### config.mk
export PLATFORM = sky130hd
export DESIGN_NAME = ordered_list_buffer_with_match_delete
export DESIGN_NICKNAME = d
export VERILOG_FILES = /design/src/sv/olb_pkg.sv /design/src/sv/olb_cell.sv /design/src/sv/olb_ctrl.sv /design/src/sv/ordered_list_buffer_with_match_delete.sv
export SDC_FILE = /design/constraint.sdc
export NUM_CORES = 1
export LEC_CHECK = 0
export BUFFER_PORTS_ARGS = -buffer_cell sky130_fd_sc_hd__buf_2
export CAP_MARGIN = 10
export CORE_MARGIN = 2
export CORE_UTILIZATION = 40
export DETAILED_ROUTE_END_ITERATION = 8
export PLACE_DENSITY_LB_ADDON = 0.05
export SYNTH_ARGS = -nofsm -noshare
export SYNTH_HDL_FRONTEND = slang
export SYNTH_SLANG_ARGS = --single-unit
### constraint.sdc
create_clock -name clk_i -period 5.1 [get_ports clk_i]
set_input_delay 1.02 -clock clk_i [delete_from_list [all_inputs] [get_ports clk_i]]
set_output_delay 1.02 -clock clk_i [all_outputs]
set_load 0.03 [all_outputs]
### src/sv/olb_pkg.sv
// Shared types and constants for the ordered list buffer.
package olb_pkg;

  localparam int unsigned MAX_RESULTS = 16;

  typedef enum logic [2:0] {
    MODE_APPEND    = 3'd0,
    MODE_PREPEND   = 3'd1,
    MODE_DEL_LAST  = 3'd2,
    MODE_DEL_FIRST = 3'd3,
    MODE_DEL_ALL   = 3'd4,
    MODE_READ      = 3'd5
  } mode_e;

  typedef enum logic [1:0] {
    ST_OK    = 2'd0,
    ST_FULL  = 2'd1,
    ST_EMPTY = 2'd2
  } status_e;

  typedef enum logic [1:0] {
    CELL_HOLD = 2'd0,
    CELL_LOAD = 2'd1,
    CELL_UP   = 2'd2,
    CELL_DOWN = 2'd3
  } cell_op_e;

  typedef enum logic {
    S_IDLE  = 1'b0,
    S_SWEEP = 1'b1
  } state_e;

  typedef struct packed {
    cell_op_e op;
    logic     ins;
  } cell_cmd_t;

endpackage

### src/sv/olb_cell.sv
// One storage cell of the list chain: holds one entry, trades with its neighbors.
module olb_cell #(
  parameter int unsigned IW  = 4,
  parameter int unsigned IDX = 0
) (
  input  logic               clk_i,
  input  olb_pkg::cell_cmd_t cmd_i,
  input  logic [IW-1:0]      tgt_i,
  input  logic [31:0]        load_i,
  input  logic [31:0]        prev_i,
  input  logic [31:0]        next_i,
  input  logic [31:0]        head_i,
  output logic [31:0]        val_o
);
  import olb_pkg::*;

  logic [31:0] val_d, val_q;
  logic        hit;

  assign hit = (tgt_i == IW'(IDX));

  always_comb begin
    case (cmd_i.op)
      CELL_HOLD: val_d = val_q;
      CELL_LOAD: val_d = hit ? load_i : val_q;
      CELL_UP:   val_d = prev_i;
      CELL_DOWN: val_d = (cmd_i.ins && hit) ? head_i : next_i;
      default:   val_d = val_q;
    endcase
  end

  always_ff @(posedge clk_i) begin
    val_q <= val_d;
  end

  assign val_o = val_q;

endmodule

### src/sv/olb_ctrl.sv
// Sequencer for the list chain: count, sweeps for delete-all and read, result beats.
module olb_ctrl #(
  parameter int unsigned CAPACITY = 16
) (
  input  logic                                  clk_i,
  input  logic                                  rst_ni,
  input  logic                                  start_i,
  input  logic [2:0]                            mode_i,
  input  logic [31:0]                           head_i,
  input  logic [31:0]                           value_i,
  output logic                                  busy_o,
  output olb_pkg::cell_cmd_t                    cmd_o,
  output logic [$clog2(CAPACITY)-1:0]           tgt_o,
  output logic                                  out_valid_o,
  output logic [31:0]                           item_value_o,
  output logic [3:0]                            item_index_o,
  output logic [4:0]                            entry_count_o,
  output logic [1:0]                            status_o,
  output logic                                  last_o
);
  import olb_pkg::*;

  localparam int unsigned IW = $clog2(CAPACITY);
  localparam int unsigned CW = $clog2(CAPACITY + 1);

  state_e        state_d, state_q;
  logic [CW-1:0] count_d, count_q;
  logic [CW-1:0] live_d, live_q;
  logic [CW-1:0] rem_d, rem_q;
  logic          read_d, read_q;
  logic          emit_d, emit_q;
  logic [3:0]    ecnt_d, ecnt_q;
  logic [3:0]    nlast_d, nlast_q;
  logic [31:0]   match_d, match_q;

  logic          ov_d;
  logic [31:0]   iv_d;
  logic [3:0]    ii_d;
  logic [4:0]    ec_d;
  status_e       st_d, st_q;
  logic          last_d;

  logic          accept;
  logic          keep;
  logic [CW-1:0] cm1;

  assign accept = start_i && (state_q == S_IDLE);
  assign keep   = read_q || (head_i != match_q);
  assign cm1    = count_q - CW'(1);

  // next state
  always_comb begin
    state_d = state_q;
    case (state_q)
      S_IDLE: begin
        if (accept && count_q != '0 &&
            (mode_i == MODE_DEL_ALL || mode_i == MODE_READ)) begin
          state_d = S_SWEEP;
        end
      end
      S_SWEEP: begin
        if (rem_q == CW'(1)) state_d = S_IDLE;
      end
      default: state_d = S_IDLE;
    endcase
  end

  // datapath and result beat
  always_comb begin
    count_d = count_q;
    live_d  = live_q;
    rem_d   = rem_q;
    read_d  = read_q;
    emit_d  = emit_q;
    ecnt_d  = ecnt_q;
    nlast_d = nlast_q;
    match_d = match_q;
    cmd_o   = '{op: CELL_HOLD, ins: 1'b0};
    tgt_o   = IW'(count_q);
    ov_d    = 1'b0;
    iv_d    = '0;
    ii_d    = '0;
    ec_d    = 5'(count_q);
    st_d    = ST_OK;
    last_d  = 1'b1;
    case (state_q)
      S_IDLE: begin
        if (accept) begin
          ov_d = 1'b1;
          case (mode_i)
            MODE_APPEND: begin
              if (count_q == CW'(CAPACITY)) begin
                st_d = ST_FULL;
              end else begin
                cmd_o.op = CELL_LOAD;
                count_d  = count_q + CW'(1);
                ec_d     = 5'(count_d);
              end
            end
            MODE_PREPEND: begin
              if (count_q == CW'(CAPACITY)) begin
                st_d = ST_FULL;
              end else begin
                cmd_o.op = CELL_UP;
                count_d  = count_q + CW'(1);
                ec_d     = 5'(count_d);
              end
            end
            MODE_DEL_LAST: begin
              if (count_q == '0) begin
                st_d = ST_EMPTY;
              end else begin
                count_d = cm1;
                ec_d    = 5'(cm1);
              end
            end
            MODE_DEL_FIRST: begin
              if (count_q == '0) begin
                st_d = ST_EMPTY;
              end else begin
                cmd_o.op = CELL_DOWN;
                count_d  = cm1;
                ec_d     = 5'(cm1);
              end
            end
            MODE_DEL_ALL, MODE_READ: begin
              if (count_q == '0) begin
                st_d = ST_EMPTY;
              end else begin
                // result beats come out of the sweep
                ov_d    = 1'b0;
                rem_d   = count_q;
                live_d  = count_q;
                read_d  = (mode_i == MODE_READ);
                emit_d  = (mode_i == MODE_READ);
                ecnt_d  = '0;
                match_d = value_i;
                nlast_d = (32'(count_q) > MAX_RESULTS) ? 4'(MAX_RESULTS - 1) : 4'(cm1);
              end
            end
            default: ;
          endcase
        end
      end
      S_SWEEP: begin
        // head leaves; kept entries rotate in behind the live region
        cmd_o.op  = CELL_DOWN;
        cmd_o.ins = keep;
        tgt_o     = IW'(live_q - CW'(1));
        live_d    = keep ? live_q : live_q - CW'(1);
        rem_d     = rem_q - CW'(1);
        if (emit_q) begin
          ov_d   = 1'b1;
          iv_d   = head_i;
          ii_d   = ecnt_q;
          last_d = (ecnt_q == nlast_q);
          ecnt_d = ecnt_q + 4'd1;
          emit_d = (ecnt_q != nlast_q);
        end
        if (rem_q == CW'(1)) begin
          count_d = live_d;
          if (!read_q) begin
            ov_d = 1'b1;
            ec_d = 5'(live_d);
          end
        end
      end
      default: ;
    endcase
  end

  always_ff @(posedge clk_i or negedge rst_ni) begin
    if (!rst_ni) begin
      state_q     <= S_IDLE;
      count_q     <= '0;
      rem_q       <= '0;
      emit_q      <= 1'b0;
      out_valid_o <= 1'b0;
    end else begin
      state_q     <= state_d;
      count_q     <= count_d;
      rem_q       <= rem_d;
      emit_q      <= emit_d;
      out_valid_o <= ov_d;
    end
  end

  always_ff @(posedge clk_i) begin
    live_q        <= live_d;
    read_q        <= read_d;
    ecnt_q        <= ecnt_d;
    nlast_q       <= nlast_d;
    match_q       <= match_d;
    item_value_o  <= iv_d;
    item_index_o  <= ii_d;
    entry_count_o <= ec_d;
    st_q          <= st_d;
    last_o        <= last_d;
  end

  assign status_o = st_q;
  assign busy_o   = (state_q == S_SWEEP);

  a_count_range: assert property (@(posedge clk_i) disable iff (!rst_ni)
    32'(count_q) <= CAPACITY)
    else $error("entry count above capacity");

  a_sweep_rem: assert property (@(posedge clk_i) disable iff (!rst_ni)
    state_q == S_SWEEP |-> rem_q != '0)
    else $error("sweep running with nothing left");

  a_live_ge_rem: assert property (@(posedge clk_i) disable iff (!rst_ni)
    state_q == S_SWEEP |-> (live_q >= rem_q && live_q <= count_q))
    else $error("live count out of step with sweep");

  a_single_beat: assert property (@(posedge clk_i) disable iff (!rst_ni)
    (accept && mode_i != MODE_DEL_ALL && mode_i != MODE_READ) |=>
      (out_valid_o && last_o && state_q == S_IDLE))
    else $error("single-beat op gave no final beat");

  a_sweep_done: assert property (@(posedge clk_i) disable iff (!rst_ni)
    (state_q == S_SWEEP && rem_q == CW'(1) && !read_q) |=> (out_valid_o && last_o))
    else $error("delete-all finished without a result beat");

endmodule

### src/sv/ordered_list_buffer_with_match_delete.sv
// Ordered list buffer: a start/busy command port, a strobed result port.
//
// An operation is taken at a clock edge with start_i high and busy_o low.
// mode_i picks append, prepend, delete last, delete first, delete all equal
// or read all; value_i is the value to insert or to match.
// Entries live in a chain of CAPACITY cells that shift as one row.
// Insert, delete last/first and unknown modes finish in the cycle they are
// taken: one result beat with last_o set appears the next cycle and busy_o
// stays low, so a new operation can follow every cycle.
// Delete all equal and read all sweep the chain, one entry per cycle,
// rotating kept entries back in behind the live region: busy_o is high for
// entry_count cycles. Read all gives one beat per entry, the first two cycles
// after it is taken (at most 16 beats); delete all gives one beat after the
// sweep ends. An empty list answers either with a single beat at once.
// A beat is on the outputs for one cycle only, marked by out_valid_o; the
// receiver cannot stall it.
// Reset empties the list; entry storage itself is not cleared.
module ordered_list_buffer_with_match_delete #(
  parameter int unsigned CAPACITY = 16
) (
  input  logic        clk_i,
  input  logic        rst_ni,
  input  logic        start_i,
  output logic        busy_o,
  input  logic [2:0]  mode_i,
  input  logic [31:0] value_i,
  output logic        out_valid_o,
  output logic [31:0] item_value_o,
  output logic [3:0]  item_index_o,
  output logic [4:0]  entry_count_o,
  output logic [1:0]  status_o,
  output logic        last_o
);
  import olb_pkg::*;

  localparam int unsigned IW = $clog2(CAPACITY);

  cell_cmd_t     cmd;
  logic [IW-1:0] tgt;
  logic [31:0]   cell_val [CAPACITY];

  olb_ctrl #(
    .CAPACITY (CAPACITY)
  ) u_ctrl (
    .clk_i         (clk_i),
    .rst_ni        (rst_ni),
    .start_i       (start_i),
    .mode_i        (mode_i),
    .head_i        (cell_val[0]),
    .value_i       (value_i),
    .busy_o        (busy_o),
    .cmd_o         (cmd),
    .tgt_o         (tgt),
    .out_valid_o   (out_valid_o),
    .item_value_o  (item_value_o),
    .item_index_o  (item_index_o),
    .entry_count_o (entry_count_o),
    .status_o      (status_o),
    .last_o        (last_o)
  );

  for (genvar i = 0; i < CAPACITY; i++) begin : g_cell
    logic [31:0] prev_val, next_val;
    if (i == 0) begin : g_first
      assign prev_val = value_i;
    end else begin : g_mid
      assign prev_val = cell_val[i-1];
    end
    if (i == CAPACITY - 1) begin : g_end
      assign next_val = cell_val[i];
    end else begin : g_inner
      assign next_val = cell_val[i+1];
    end
    olb_cell #(
      .IW  (IW),
      .IDX (i)
    ) u_cell (
      .clk_i  (clk_i),
      .cmd_i  (cmd),
      .tgt_i  (tgt),
      .load_i (value_i),
      .prev_i (prev_val),
      .next_i (next_val),
      .head_i (cell_val[0]),
      .val_o  (cell_val[i])
    );
  end

endmodule
# Yosys cells after proc, flatten, opt, wreduce, memory -nomap -nowiden
# Index checks and enable logic that the tools add are counted.
# classes
add_sub_neg	5
n_mul	0
div	0
magnitude_cmp	1
eq_ne	51
n_shift	0
n_mux	94
bitwise	4
n_reduce_logical	51
# op_table
operator	n
$pmux W32 S3	16
$mux W32	32
$mux W5	10
$pmux W5 S2	5
$ne A2 B1 Y1 const B	18
$eq A4 B4 Y1 const B	8
$ne A32 B32 Y1	1
$reduce_and A2 Y1	15
$mux W4	5
$logic_and A1 B1 Y1	19
$eq A4 B3 Y1 const B	4
$mux W1	15
$sub A5 B1 Y5 const B	3
$ne A2 B2 Y1 const B	5
$reduce_and A3 Y1	3
$eq A4 B2 Y1 const B	2
$mux W2	4
$pmux W2 S2	2
$pmux W4 S2	1
$reduce_and A4 Y1	2
$reduce_or A2 Y1	4
$eq A3 B2 Y1 const B	2
$eq A3 B3 Y1 const B	2
$pmux W1 S2	3
20 further kinds	25
# word_totals
reg_bits	615
latch_bits	0
ram_bits	0
mem_bits_ro	0
in_bits	38
mem_count	0

# Depth between registers and ports, before layout
# Gate-level depths: netlist of the first run.
# logic_depth
word_depth	8
ltp_mapped	13
depth_no_buf	9

# Cells and area by module
# From an unflattened synthesis of the first run, not the netlist that was laid out.
# unflattened
cells_unflattened	4742
hier_area_um2	50965.1
# modules_own_cells
mod	instances	cells_each	area_per_inst_um2	seq_area_each_um2
olb_cell (g_cell[10].u_cell ...)	10	272	2924.1	960.9
olb_cell (g_cell[1].u_cell ...)	4	272	2864.0	960.9
olb_ctrl	1	390	4501.8	2587.5
olb_cell (g_cell[15].u_cell)	1	272	2910.3	960.9
olb_cell (g_cell[0].u_cell)	1	272	2856.5	960.9

# Worst setup path after synthesis of the first run
# Ideal clock, no wire load.
# synth_timing
kind	register to register
startpoint	register u_ctrl.count_q[0]
endpoint	register g_cell[11].u_cell.val_q[0] (enable)
setup_ns	0.466
arrival_ns	4.287
setup_slack_ns	0.347
stages_incl_launch_ff	11
path_buffers	2
cell_sequence	dfrtp_1 > clkbuf_1 > inv_1 > ha_1 > or3b_1 > or2_1 > buf_6 > a31oi_1 > nor3_1 > nand3_1 > o21ai_0
# synth_via
elab_chain_len	8
word_cells_on_any_way	15
cone_classes	eq/ne (4); mux (7); bitwise (1); reduce/logical (3)
# synth_rtl
element	line_no	text
start: declaration	olb_ctrl.sv:27	logic [CW-1:0] count_d, count_q;
start signal: assignment	olb_ctrl.sv:181	count_q <= count_d;
$eq A5 B5 Y1 or $logic_not A5 Y1 (tied branches)	olb_ctrl.sv:92, olb_ctrl.sv:101, olb_ctrl.sv:118	
$mux W1, or another cell as far along	olb_ctrl.sv:92	if (count_q == CW'(CAPACITY)) begin
$pmux W2 S3	olb_ctrl.sv:90	case (mode_i)
$mux W2	olb_ctrl.sv:88	if (accept) begin
$pmux W2 S2	olb_ctrl.sv:86	case (state_q)
$eq A2 B1 Y1 or $logic_not A2 Y1 (tied branches)	olb_cell.sv:23	case (cmd_i.op)
$ne A2 B1 Y1 (no line) or $not A1 Y1 (tied branches)	-	
$reduce_and A2 Y1 (no line) (*)	-	
end signal: assignment	olb_cell.sv:33	val_q <= val_d;
end: declaration	olb_cell.sv:17	logic [31:0] val_d, val_q;
# Every way passes the cells marked *; elsewhere a longest branch is shown, timed or not.
# A chain may end at the register's enable or synchronous reset.

# Final worst setup path of the first run
# layout_timing
startpoint	register u_ctrl.count_q[0]
endpoint	register g_cell[2].u_cell.val_q[14] (enable)
# layout_via
elab_chain_len	8
word_cells_on_any_way	15
cone_classes	eq/ne (4); mux (7); bitwise (1); reduce/logical (3)
# layout_rtl
element	line_no
$eq A5 B5 Y1 or $logic_not A5 Y1 (tied branches)	olb_ctrl.sv:92, olb_ctrl.sv:101, olb_ctrl.sv:118
$mux W1, or another cell as far along	olb_ctrl.sv:92
$pmux W2 S3	olb_ctrl.sv:90
$mux W2	olb_ctrl.sv:88
$pmux W2 S2	olb_ctrl.sv:86
$eq A2 B1 Y1 or $logic_not A2 Y1 (tied branches)	olb_cell.sv:23
$ne A2 B1 Y1 (no line) or $not A1 Y1 (tied branches)	-
$reduce_and A2 Y1 (no line) (*)	-
end signal: assignment	olb_cell.sv:33
end: declaration	olb_cell.sv:17
# Marked as above.

==> impl_metrics.env, run 1 <==
export IMPL_final_cells=3754
export IMPL_postCtsResizedCells=0
export IMPL_r2r_cells=9
export IMPL_max_freq_mhz=241
export IMPL_arrival_ns=4.45
export IMPL_power_density_nw_per_um2=758
export IMPL_synthMuxAreaShare=0.0432
export IMPL_hold_class="in2async"
export IMPL_regArea_sq_um=18000
export IMPL_start_kind="flip-flop"
export IMPL_synthArstFlopShare=0.0211
export IMPL_yosys_area_share_simple=0.105
export IMPL_cp_end_kind="flip-flop"
export IMPL_cts_sinks=615
export IMPL_crit_slowest_cell="o21ai_4"
export IMPL_cp_cell_sequence="inv_1 > ha_1 > or3b_1 > or2_1 > a31oi_1 > nor3_1 > nand2_1 > o21ai_4 > buf_12"
export IMPL_yosys_warnings=0
export IMPL_die_h_um=281
export IMPL_vias=23200
export IMPL_finalMaxSlewViolations=0
export IMPL_portBuffers=83
export IMPL_clockBufferDepth=3
export IMPL_reg2reg_slack_ns=0.95
export IMPL_cts_max_level=3
export IMPL_diodes=0
export IMPL_leakagePower_nw=11.3
export IMPL_viasPerCell=6.18
export IMPL_mappedNetlistArea_sq_um=30600
export IMPL_synth_area_top_cells="edfxtp_1 (55%), a21oi_1 (7.6%), o211ai_1 (7.1%)"
export IMPL_synthToLayoutAreaGrowth_pct=10.7
export IMPL_finalHoldViolCount=0
export IMPL_fin_crit_sh=0.813
export IMPL_wire_per_inst_um=27.1
export IMPL_grt_overflow_total=0
export IMPL_fin_crit_ns=4.15
export IMPL_die_x_um=281
export IMPL_grt_max_degree=196
export IMPL_ys_ff_latch=615
export IMPL_clockRootBuffer="clkbuf_16"
export IMPL_multi_input_area_sq_um=11200
export IMPL_synthCells=2761
export IMPL_grt_usage=0.255
export IMPL_hold_buffers=0
export IMPL_ioPinCount=84
export IMPL_drive_above_1_share=0.110
export IMPL_r2r_end="g_cell[2].u_cell.val_o[14]$_DFFE_PP_"
export IMPL_setup_violations=0
export IMPL_outcome="complete, no violations"
export IMPL_dieArea_sq_um=78800
export IMPL_rows=101
export IMPL_wl_mm=102
export IMPL_rsz0062_at_grt="false"
export IMPL_place_inst=3620
export IMPL_synth_distinct_cells=66
export IMPL_first_pass_iters=5
export IMPL_synthXorXnorAreaFrac=0.0129
export IMPL_maxCapViolCount=0
export IMPL_synth_main_ff_cell="edfxtp_1"
export IMPL_antenna_found_initial=1
export IMPL_yosys_area_share_adder=0.00245
export IMPL_worst_path_max_fanout=18
export IMPL_yosys_area_top_type="edfxtp_1"
export IMPL_yosysMostFrequentCell="edfxtp_1"
export IMPL_maxSlewHeadroom=0.242
export IMPL_yosysSeqAreaShare=0.586
export IMPL_critPathRequiredTime_ns=5.40
export IMPL_postRouteAntennaNets=0
export IMPL_clk_pin_slew_ns=0.06
export IMPL_grt_pass1_vias=22500
export IMPL_drtIter0Drc=2754
export IMPL_initial_core_util=0.403
export IMPL_fin_hold_ws_ns=0.300
export IMPL_cts_buffers=73
export IMPL_drc=0
export IMPL_fillCellCount=7135
export IMPL_syn_nets=2805
export IMPL_num_nets_final=2709
export IMPL_max_slew_worst_pin_slew_ns=1.14
export IMPL_final_util=0.447
export IMPL_synth_common_cells="edfxtp_1 (558), a21oi_1 (464), nand3_1 (296)"
export IMPL_grt_pass1_wl_mm=150
export IMPL_hpwl_mm=59.2
export IMPL_clk_latency_ns=0.62
export IMPL_worstReg2RegStart="u_ctrl.count_q[0]$_DFFE_PN0P_"
export IMPL_synth_top_area_share=0.547
export IMPL_slowest_delay_ns=0.75
export IMPL_synth_compound_area_frac=0.193
export IMPL_synth_edf_count=558
export IMPL_post_cts_setup_buffers=0
export IMPL_skew_ns=0.0218
export IMPL_syn_area_per_cell_sq_um=11.1
export IMPL_core_sq_um=75900
export IMPL_cts_tree="done"
export IMPL_gp_congestion=0.812
export IMPL_synth_top_family_by_area="compound AO/OA/AOI/OAI gates"
export IMPL_worstSetupPathType="reg2reg"
export IMPL_fin_tns_setup_ns=0
export IMPL_vdd_drop_max_v=0.000669
[area by class of cell]
cell class,count,share of cell area
Inverter,13,0.00144
Clock inverter,32,0.00638
Multi-Input combinational cell,1817,0.330
Clock buffer,102,0.0625
Tap cell,1030,0.0380
Timing Repair Buffer,145,0.0315
Sequential cell,615,0.530
[layout by cell type, fill, tap and decap left out, types with 8 or more instances in the layout]
cell type / count
clkinv_2: 15
o211ai_1: 289
o21ai_0: 65
xnor2_1: 37
nand2_1: 190
nand2b_1: 8
or3_4: 9
a221o_1: 32
clkbuf_1: 15
buf_4: 47
o21ai_4: 15
clkbuf_16: 77
inv_1: 13
a21oi_1: 464
mux2i_1: 131
nor2_1: 22
xor2_1: 8
clkinv_1: 11
nor3_1: 8
dfrtp_1: 11
buf_2: 83
buf_12: 15
clkbuf_8: 10
and2_1: 28
nand3_1: 296
a31oi_1: 9
o21ai_1: 84
dfxtp_1: 44
edfxtp_1: 558
and3_1: 36
[flip-flops by register name, indices dropped and copies added, names as in the netlist]
signal                cells
u_ctrl.read_q             1
u_ctrl.busy_o             1
u_ctrl.rem_q              5
u_ctrl.entry_count_o      5
u_ctrl.live_q             5
u_ctrl.nlast_q            4
u_ctrl.status_o           2
u_ctrl.item_value_o      32
u_ctrl.item_index_o       4
g_cell.u_cell.val_o     512
u_ctrl.count_q            5
u_ctrl.out_valid_o        1
u_ctrl.match_q           32
u_ctrl.emit_q             1
u_ctrl.ecnt_q             4
u_ctrl.last_o             1
[critical path: cells and delay by family (launching register included)]
kind,cells,cell delay [ns]
DFF,1,0.62
buffers and inverters,2,0.46
AOI/OAI and AO/OA,2,0.88
and+or+nand+nor,4,1.54
adders and majority gates,1,0.29
[cells by family after synthesis]
family,count (synthesis)
xor gates and xnor gates,45
AOI/OAI and AO/OA,986
buffers and inverters,329
and+or+nand+nor,648
adders and majority gates,6
muxes,132
DFF,615
[metrics by stage]
step	worst slack, ns	cell area, sq um	total power [mW]
2_1_floorplan	0.347	30600	16.9
3_3_place_gp	1.02	31600	20.3
3_5_place_dp	0.994	31600	20.5
4_1_cts	0.962	33900	25.8
5_1_grt	0.653	33900	27.2
6_report	0.952	33900	25.7
[metal layers]
layer  wire, um  vias up  part of all wire  track usage
met4       2430        0             0.024       0.0756
met5          0        -                 0            0
li1           -    10400                 -            -
met2      45900      936              0.45        0.393
met1      46500    11700              0.46        0.375
met3       6690      125             0.066       0.0348
[how the worst max path moves through the flow]
stage,end,from
2_1_floorplan,g_cell[11].u_cell.val_o[0]$_DFFE_PP_,u_ctrl.count_q[0]$_DFFE_PN0P_
3_3_place_gp,g_cell[15].u_cell.val_o[9]$_DFFE_PP_,u_ctrl.count_q[0]$_DFFE_PN0P_
3_5_place_dp,g_cell[2].u_cell.val_o[13]$_DFFE_PP_,u_ctrl.count_q[0]$_DFFE_PN0P_
4_1_cts,g_cell[15].u_cell.val_o[10]$_DFFE_PP_,u_ctrl.count_q[0]$_DFFE_PN0P_
5_1_grt,g_cell[0].u_cell.val_o[12]$_DFFE_PP_,u_ctrl.count_q[0]$_DFFE_PN0P_
6_report,g_cell[2].u_cell.val_o[14]$_DFFE_PP_,u_ctrl.count_q[0]$_DFFE_PN0P_
[power by group]
group / internal (mW) / leakage (nW) / switching [mW] / total (mW)
registers: 9.20 / 6.03 / 1.83 / 11.0
clock network: 3.01 / 1.16 / 2.16 / 5.17
logic: 2.94 / 4.09 / 6.57 / 9.51
total: 15.2 / 11.3 / 10.6 / 25.7
(Power assumes the default switching activity.)
==> inputs of run 2 (changes only) <==
Clock period 5.1 ns to 4 ns, I/O delays scaled along.
==> impl_metrics.env, run 2 (synthesis results as in run 1) <==
export IMPL_outcome="complete, no violations"
export IMPL_synthToLayoutAreaGrowth_pct=13.2
export IMPL_cp_end_kind="flip-flop"
export IMPL_vdd_drop_max_v=0.000507
export IMPL_skew_ns=0.0207
export IMPL_clockRootBuffer="clkbuf_16"
export IMPL_hold_class="in2async"
export IMPL_clk_latency_ns=0.61
export IMPL_cts_tree="done"
export IMPL_critPathRequiredTime_ns=4.35
export IMPL_internal_power_mw=19.8
export IMPL_drc=0
export IMPL_drive_above_1_share=0.125
export IMPL_setup_violations=0
export IMPL_worstReg2RegStart="g_cell[0].u_cell.val_o[14]$_DFFE_PP_"
export IMPL_portBuffers=83
export IMPL_switching_share=0.405
export IMPL_grt_pass1_vias=22900
export IMPL_power_share_clock=0.194
export IMPL_layout_common_cells="edfxtp_1 (558), a21oi_1 (464), nand3_1 (296)"
export IMPL_ioPinCount=84
export IMPL_final_util=0.457
export IMPL_start_kind="flip-flop"
export IMPL_post_cts_setup_buffers=0
export IMPL_rows=101
export IMPL_grt_usage=0.256
export IMPL_grt_overflow_total=0
export IMPL_wire_per_inst_um=26.6
export IMPL_finalHoldViolCount=0
export IMPL_grt_max_degree=103
export IMPL_leakagePower_nw=11.7
export IMPL_dieArea_sq_um=78800
export IMPL_grt_pass1_wl_mm=151
export IMPL_cts_max_level=3
export IMPL_postRouteAntennaNets=0
export IMPL_gp_congestion=0.834
export IMPL_cts_sinks=615
export IMPL_arrival_ns=3.90
export IMPL_clk_pin_slew_ns=0.06
export IMPL_antenna_found_initial=0
export IMPL_postCtsResizedCells=0
export IMPL_setup_ws_ns=0.449
export IMPL_placedInstanceArea_sq_um=32400
export IMPL_fin_crit_sh=0.888
export IMPL_drtIter0Drc=2540
export IMPL_hpwl_mm=61.7
export IMPL_die_x_um=281
export IMPL_max_freq_mhz=282
export IMPL_core_sq_um=75900
export IMPL_stdcell_area_sq_um=34700
export IMPL_power_density_nw_per_um2=958
export IMPL_clockBufferDepth=3
export IMPL_comb_power_share=0.391
export IMPL_hold_buffers=0
export IMPL_p_total_mw=33.2
export IMPL_cts_buffers=73
export IMPL_maxCapViolCount=0
export IMPL_final_common_cell="edfxtp_1"
export IMPL_rsz0062_at_grt="false"
export IMPL_place_ws_ns=0.438
export IMPL_first_pass_iters=7
export IMPL_wl_mm=102
export IMPL_largest_reg_flops=512
export IMPL_worst_path_max_fanout=16
export IMPL_initial_core_util=0.403
export IMPL_fin_crit_ns=3.55
export IMPL_num_nets_final=2771
export IMPL_crit_start="g_cell[0].u_cell.val_o[14]$_DFFE_PP_"
export IMPL_viasPerCell=6.19
export IMPL_vias=23600
export IMPL_p_seq_frac=0.415
export IMPL_finalMaxSlewViolations=0
export IMPL_max_slew_worst_pin_slew_ns=0.963
export IMPL_worstSetupPathType="reg2reg"
export IMPL_power_switching_mw=13.5
export IMPL_maxSlewHeadroom=0.358
export IMPL_die_h_um=281
==> run 2: power by group through the flow <==
stage	Clock (mW)	Sequential, mW	Combinational (mW)
floorplan	0	13.2	8.24
global placement	0	13.8	12.8
detailed placement	0	13.8	13.0
CTS	6.60	13.8	13.0
global route	6.82	14.2	14.1
finish	6.45	13.8	13.0
==> run 2: final timing paths <==
check | endpoint | slack, ns | cells past startpoint
max in group asynchronous | u_ctrl.busy_o$_DFF_PN0_ | 3.64 | 1
hold / removal | u_ctrl.out_valid_o$_DFF_PN0_ | 0.09 | 1
setup reg to reg | g_cell[1].u_cell.val_o[24]$_DFFE_PP_ | 0.45 | 8
min in group clk_i | u_ctrl.match_q[9]$_DFFE_PP_ | 0.39 | 1
hold reg to reg | u_ctrl.rem_q[0]$_DFFE_PN0P_ | 0.55 | 1
setup / recovery | g_cell[1].u_cell.val_o[24]$_DFFE_PP_ | 0.45 | 8
==> run 2: through the flow <==
| stage | std cells | hold WS, ns | TNS (ns) |
|---|---|---|---|
| 2_1_floorplan | 2761 | 0.491 | -72.28 |
| 3_3_place_gp | 3682 | 0.527 | 0 |
| 3_5_place_dp | 3682 | 0.533 | 0 |
| 4_1_cts | 3815 | 0.0736 | 0 |
| 5_1_grt | 3815 | 0.0947 | 0 |
| 6_report | 3816 | 0.0904 | 0 |
==> run 2: final cells by class <==
| cell class | instances | area, sq um |
|---|---|---|
| fillers | 7074 | 41300 |
| flip-flops and latches | 615 | 18000 |
| multi-input cells | 1817 | 11200 |
| clock buffers | 109 | 2060 |
| repair buffers | 207 | 1900 |
| well taps | 1030 | 1290 |
| clock inverters | 24 | 195 |
| inverters | 13 | 48.8 |
| diodes | 1 | 2.50 |
==> run 2: critical path, cell delays in order (launching register included) <==
cell      delay (ns)
edfxtp_1        0.54
xnor2_1         0.53
nand4_1         0.39
nor4_1          0.35
and3_2          0.53
or3_1           0.23
nand2b_2        0.07
buf_4           0.24
a221o_1         0.38
==> run 2: per-layer routing <==
layer | global-route usage | wire (um) | up-vias | part of all wire
li1 | - | - | 10500 | -
met1 | 0.370 | 45300 | 12000 | 0.45
met2 | 0.400 | 46300 | 932 | 0.46
met3 | 0.0344 | 6800 | 173 | 0.067
met4 | 0.0777 | 3100 | 0 | 0.031
met5 | 0 | 0 | - | 0
==> inputs of run 3 (changes only) <==
Settings changed: ABC_CLOCK_PERIOD_IN_PS set to 4000, CORE_ASPECT_RATIO set to 1.5, CORE_UTILIZATION 40 to 45.
==> impl_metrics.env, run 3 (synthesis results as in run 1) <==
export IMPL_cts_tree="done"
export IMPL_final_common_cell="edfxtp_1"
export IMPL_worstReg2RegStart="u_ctrl.match_q[10]$_DFFE_PP_"
export IMPL_ioPinCount=84
export IMPL_clockRootBuffer="clkbuf_16"
export IMPL_grt_usage=0.304
export IMPL_p_seq_frac=0.415
export IMPL_grt_pass1_wl_mm=157
export IMPL_num_nets_final=2771
export IMPL_fin_crit_ns=3.86
export IMPL_arrival_ns=4.32
export IMPL_initial_core_util=0.453
export IMPL_vias=24200
export IMPL_wl_mm=108
export IMPL_hpwl_mm=63.1
export IMPL_viasPerCell=6.59
export IMPL_wire_per_inst_um=29.3
export IMPL_reg2reg_slack_ns=0.14
export IMPL_synthToLayoutAreaGrowth_pct=12.6
export IMPL_core_sq_um=67600
export IMPL_clk_latency_ns=0.63
export IMPL_place_ws_ns=0.155
export IMPL_setup_violations=0
export IMPL_drc=0
export IMPL_path_common_cell="buf_4"
export IMPL_cts_buffers=66
export IMPL_finalHoldViolCount=0
export IMPL_worst_path_max_fanout=24
export IMPL_die_h_um=324
export IMPL_post_cts_setup_buffers=0
export IMPL_rsz0062_at_grt="false"
export IMPL_critPathRequiredTime_ns=4.46
export IMPL_r2r_cells=9
export IMPL_largest_reg_flops=512
export IMPL_fillCellCount=6066
export IMPL_slowest_delay_ns=0.83
export IMPL_start_kind="flip-flop"
export IMPL_internal_power_mw=19.7
export IMPL_postRouteAntennaNets=0
export IMPL_worstSetupPathType="reg2reg"
export IMPL_drive_above_1_share=0.128
export IMPL_grt_pass1_vias=23700
export IMPL_grt_overflow_total=0
export IMPL_path_buf_inv=2
export IMPL_switching_share=0.414
export IMPL_dieArea_sq_um=70200
export IMPL_comb_power_share=0.401
export IMPL_antenna_found_initial=0
export IMPL_first_pass_iters=7
export IMPL_power_share_clock=0.185
export IMPL_power_density_nw_per_um2=973
export IMPL_final_cells=3671
export IMPL_layout_common_cells="edfxtp_1 (558), a21oi_1 (464), nand3_1 (296)"
export IMPL_outcome="complete, no violations"
export IMPL_vdd_drop_max_v=0.000551
export IMPL_crit_slowest_cell="xnor2_1"
export IMPL_maxSlewHeadroom=0.294
export IMPL_die_x_um=217
export IMPL_postCtsResizedCells=0
export IMPL_cts_sinks=615
export IMPL_place_inst=3551
export IMPL_skew_ns=0.0304
export IMPL_cp_cell_sequence="xnor2_1 > nand4_1 > nor4_1 > and3_2 > buf_4 > or3_2 > buf_4 > nand3_1 > o211ai_1"
export IMPL_drtIter0Drc=2960
export IMPL_clockBufferDepth=3
export IMPL_max_slew_worst_pin_slew_ns=1.06
export IMPL_rows=117
export IMPL_finalMaxSlewViolations=0
export IMPL_max_freq_mhz=259
export IMPL_fin_crit_sh=0.965
export IMPL_setup_ws_ns=0.138
export IMPL_hold_class="in2async"
export IMPL_leakagePower_nw=11.7
export IMPL_hold_buffers=0
export IMPL_cts_max_level=3
export IMPL_power_switching_mw=13.9
export IMPL_r2r_end="g_cell[6].u_cell.val_o[3]$_DFFE_PP_"
export IMPL_grt_max_degree=147
export IMPL_portBuffers=83
export IMPL_maxCapViolCount=0
export IMPL_cp_end_kind="flip-flop"
export IMPL_clk_pin_slew_ns=0.06
export IMPL_gp_congestion=0.804
export IMPL_critPathTopFamily="simple AND/OR/NAND/NOR gates"
## run 3: cell types whose count changed in the layout (fill, tap and decap cells not counted)
cell       delta
buf_12        +8
buf_4         -1
or3_4         -1
clkinv_2      +2
clkinv_1      -3
clkbuf_16     -5
or3_2         +1
clkbuf_8      +2
clkbuf_1     -11
inv_4         +1
## run 3: power groups by stage
stage          Clock, mW  Sequential (mW)  Combinational (mW)
3_5_place_dp           0             14.0                13.3
2_1_floorplan          0             13.2                8.24
6_report            6.20             13.9                13.5
5_1_grt             6.52             14.3                14.4
3_3_place_gp           0             13.9                13.1
4_1_cts             6.30             13.9                13.4
## run 3: through the flow
step | utilization | instance area, sq um | total power, mW | TNS [ns] | hold WS [ns]
after CTS | 0.510 | 34500 | 33.5 | 0 | 0.0587
final | 0.510 | 34500 | 33.6 | 0 | 0.0838
after global routing | 0.510 | 34500 | 35.2 | 0 | 0.0891
after global placement | 0.479 | 32400 | 27.0 | 0 | 0.518
after floorplan | - | 30600 | 21.5 | -72.28 | 0.491
after detailed placement | 0.479 | 32400 | 27.3 | 0 | 0.536
## run 3: worst max path at each step
stage	slack, ns	depth (start not counted)	end	startpoint
2_1_floorplan	-0.75	10	g_cell[11].u_cell.val_o[0]$_DFFE_PP_	u_ctrl.count_q[0]$_DFFE_PN0P_
3_3_place_gp	0.18	9	g_cell[8].u_cell.val_o[1]$_DFFE_PP_	g_cell[0].u_cell.val_o[10]$_DFFE_PP_
3_5_place_dp	0.16	9	g_cell[6].u_cell.val_o[1]$_DFFE_PP_	g_cell[0].u_cell.val_o[10]$_DFFE_PP_
4_1_cts	0.15	9	g_cell[6].u_cell.val_o[1]$_DFFE_PP_	g_cell[0].u_cell.val_o[10]$_DFFE_PP_
5_1_grt	0.01	9	g_cell[6].u_cell.val_o[3]$_DFFE_PP_	g_cell[0].u_cell.val_o[10]$_DFFE_PP_
6_report	0.14	9	g_cell[6].u_cell.val_o[3]$_DFFE_PP_	u_ctrl.match_q[10]$_DFFE_PP_
## run 3: final cells by class
cell class / instances / area [sq um] / share of cell area
antenna: 1 / 2.50 / 0.0000725
tap: 892 / 1120 / 0.0323
sequential: 615 / 18000 / 0.521
clock inverter: 24 / 200 / 0.00580
clock buffer: 95 / 1930 / 0.0558
multi-input combinational: 1817 / 11200 / 0.325
timing repair buffer: 214 / 2050 / 0.0594
inverter: 13 / 48.8 / 0.00141
## run 3: metal layers
metal | part of all wire | track usage | wire length [um]
met2 | 0.49 | 0.514 | 52600
met4 | 0.043 | 0.137 | 4660
met1 | 0.39 | 0.388 | 42400
met3 | 0.074 | 0.0401 | 7980
met5 | 0 | 0 | 0
## run 3: worst register-to-register path, cell delays in order (launching register included)
cell	delay [ns]
edfxtp_1	0.39
xnor2_1	0.83
nand4_1	0.23
nor4_1	0.65
and3_2	0.38
buf_4	0.32
or3_2	0.23
buf_4	0.37
nand3_1	0.18
o211ai_1	0.12
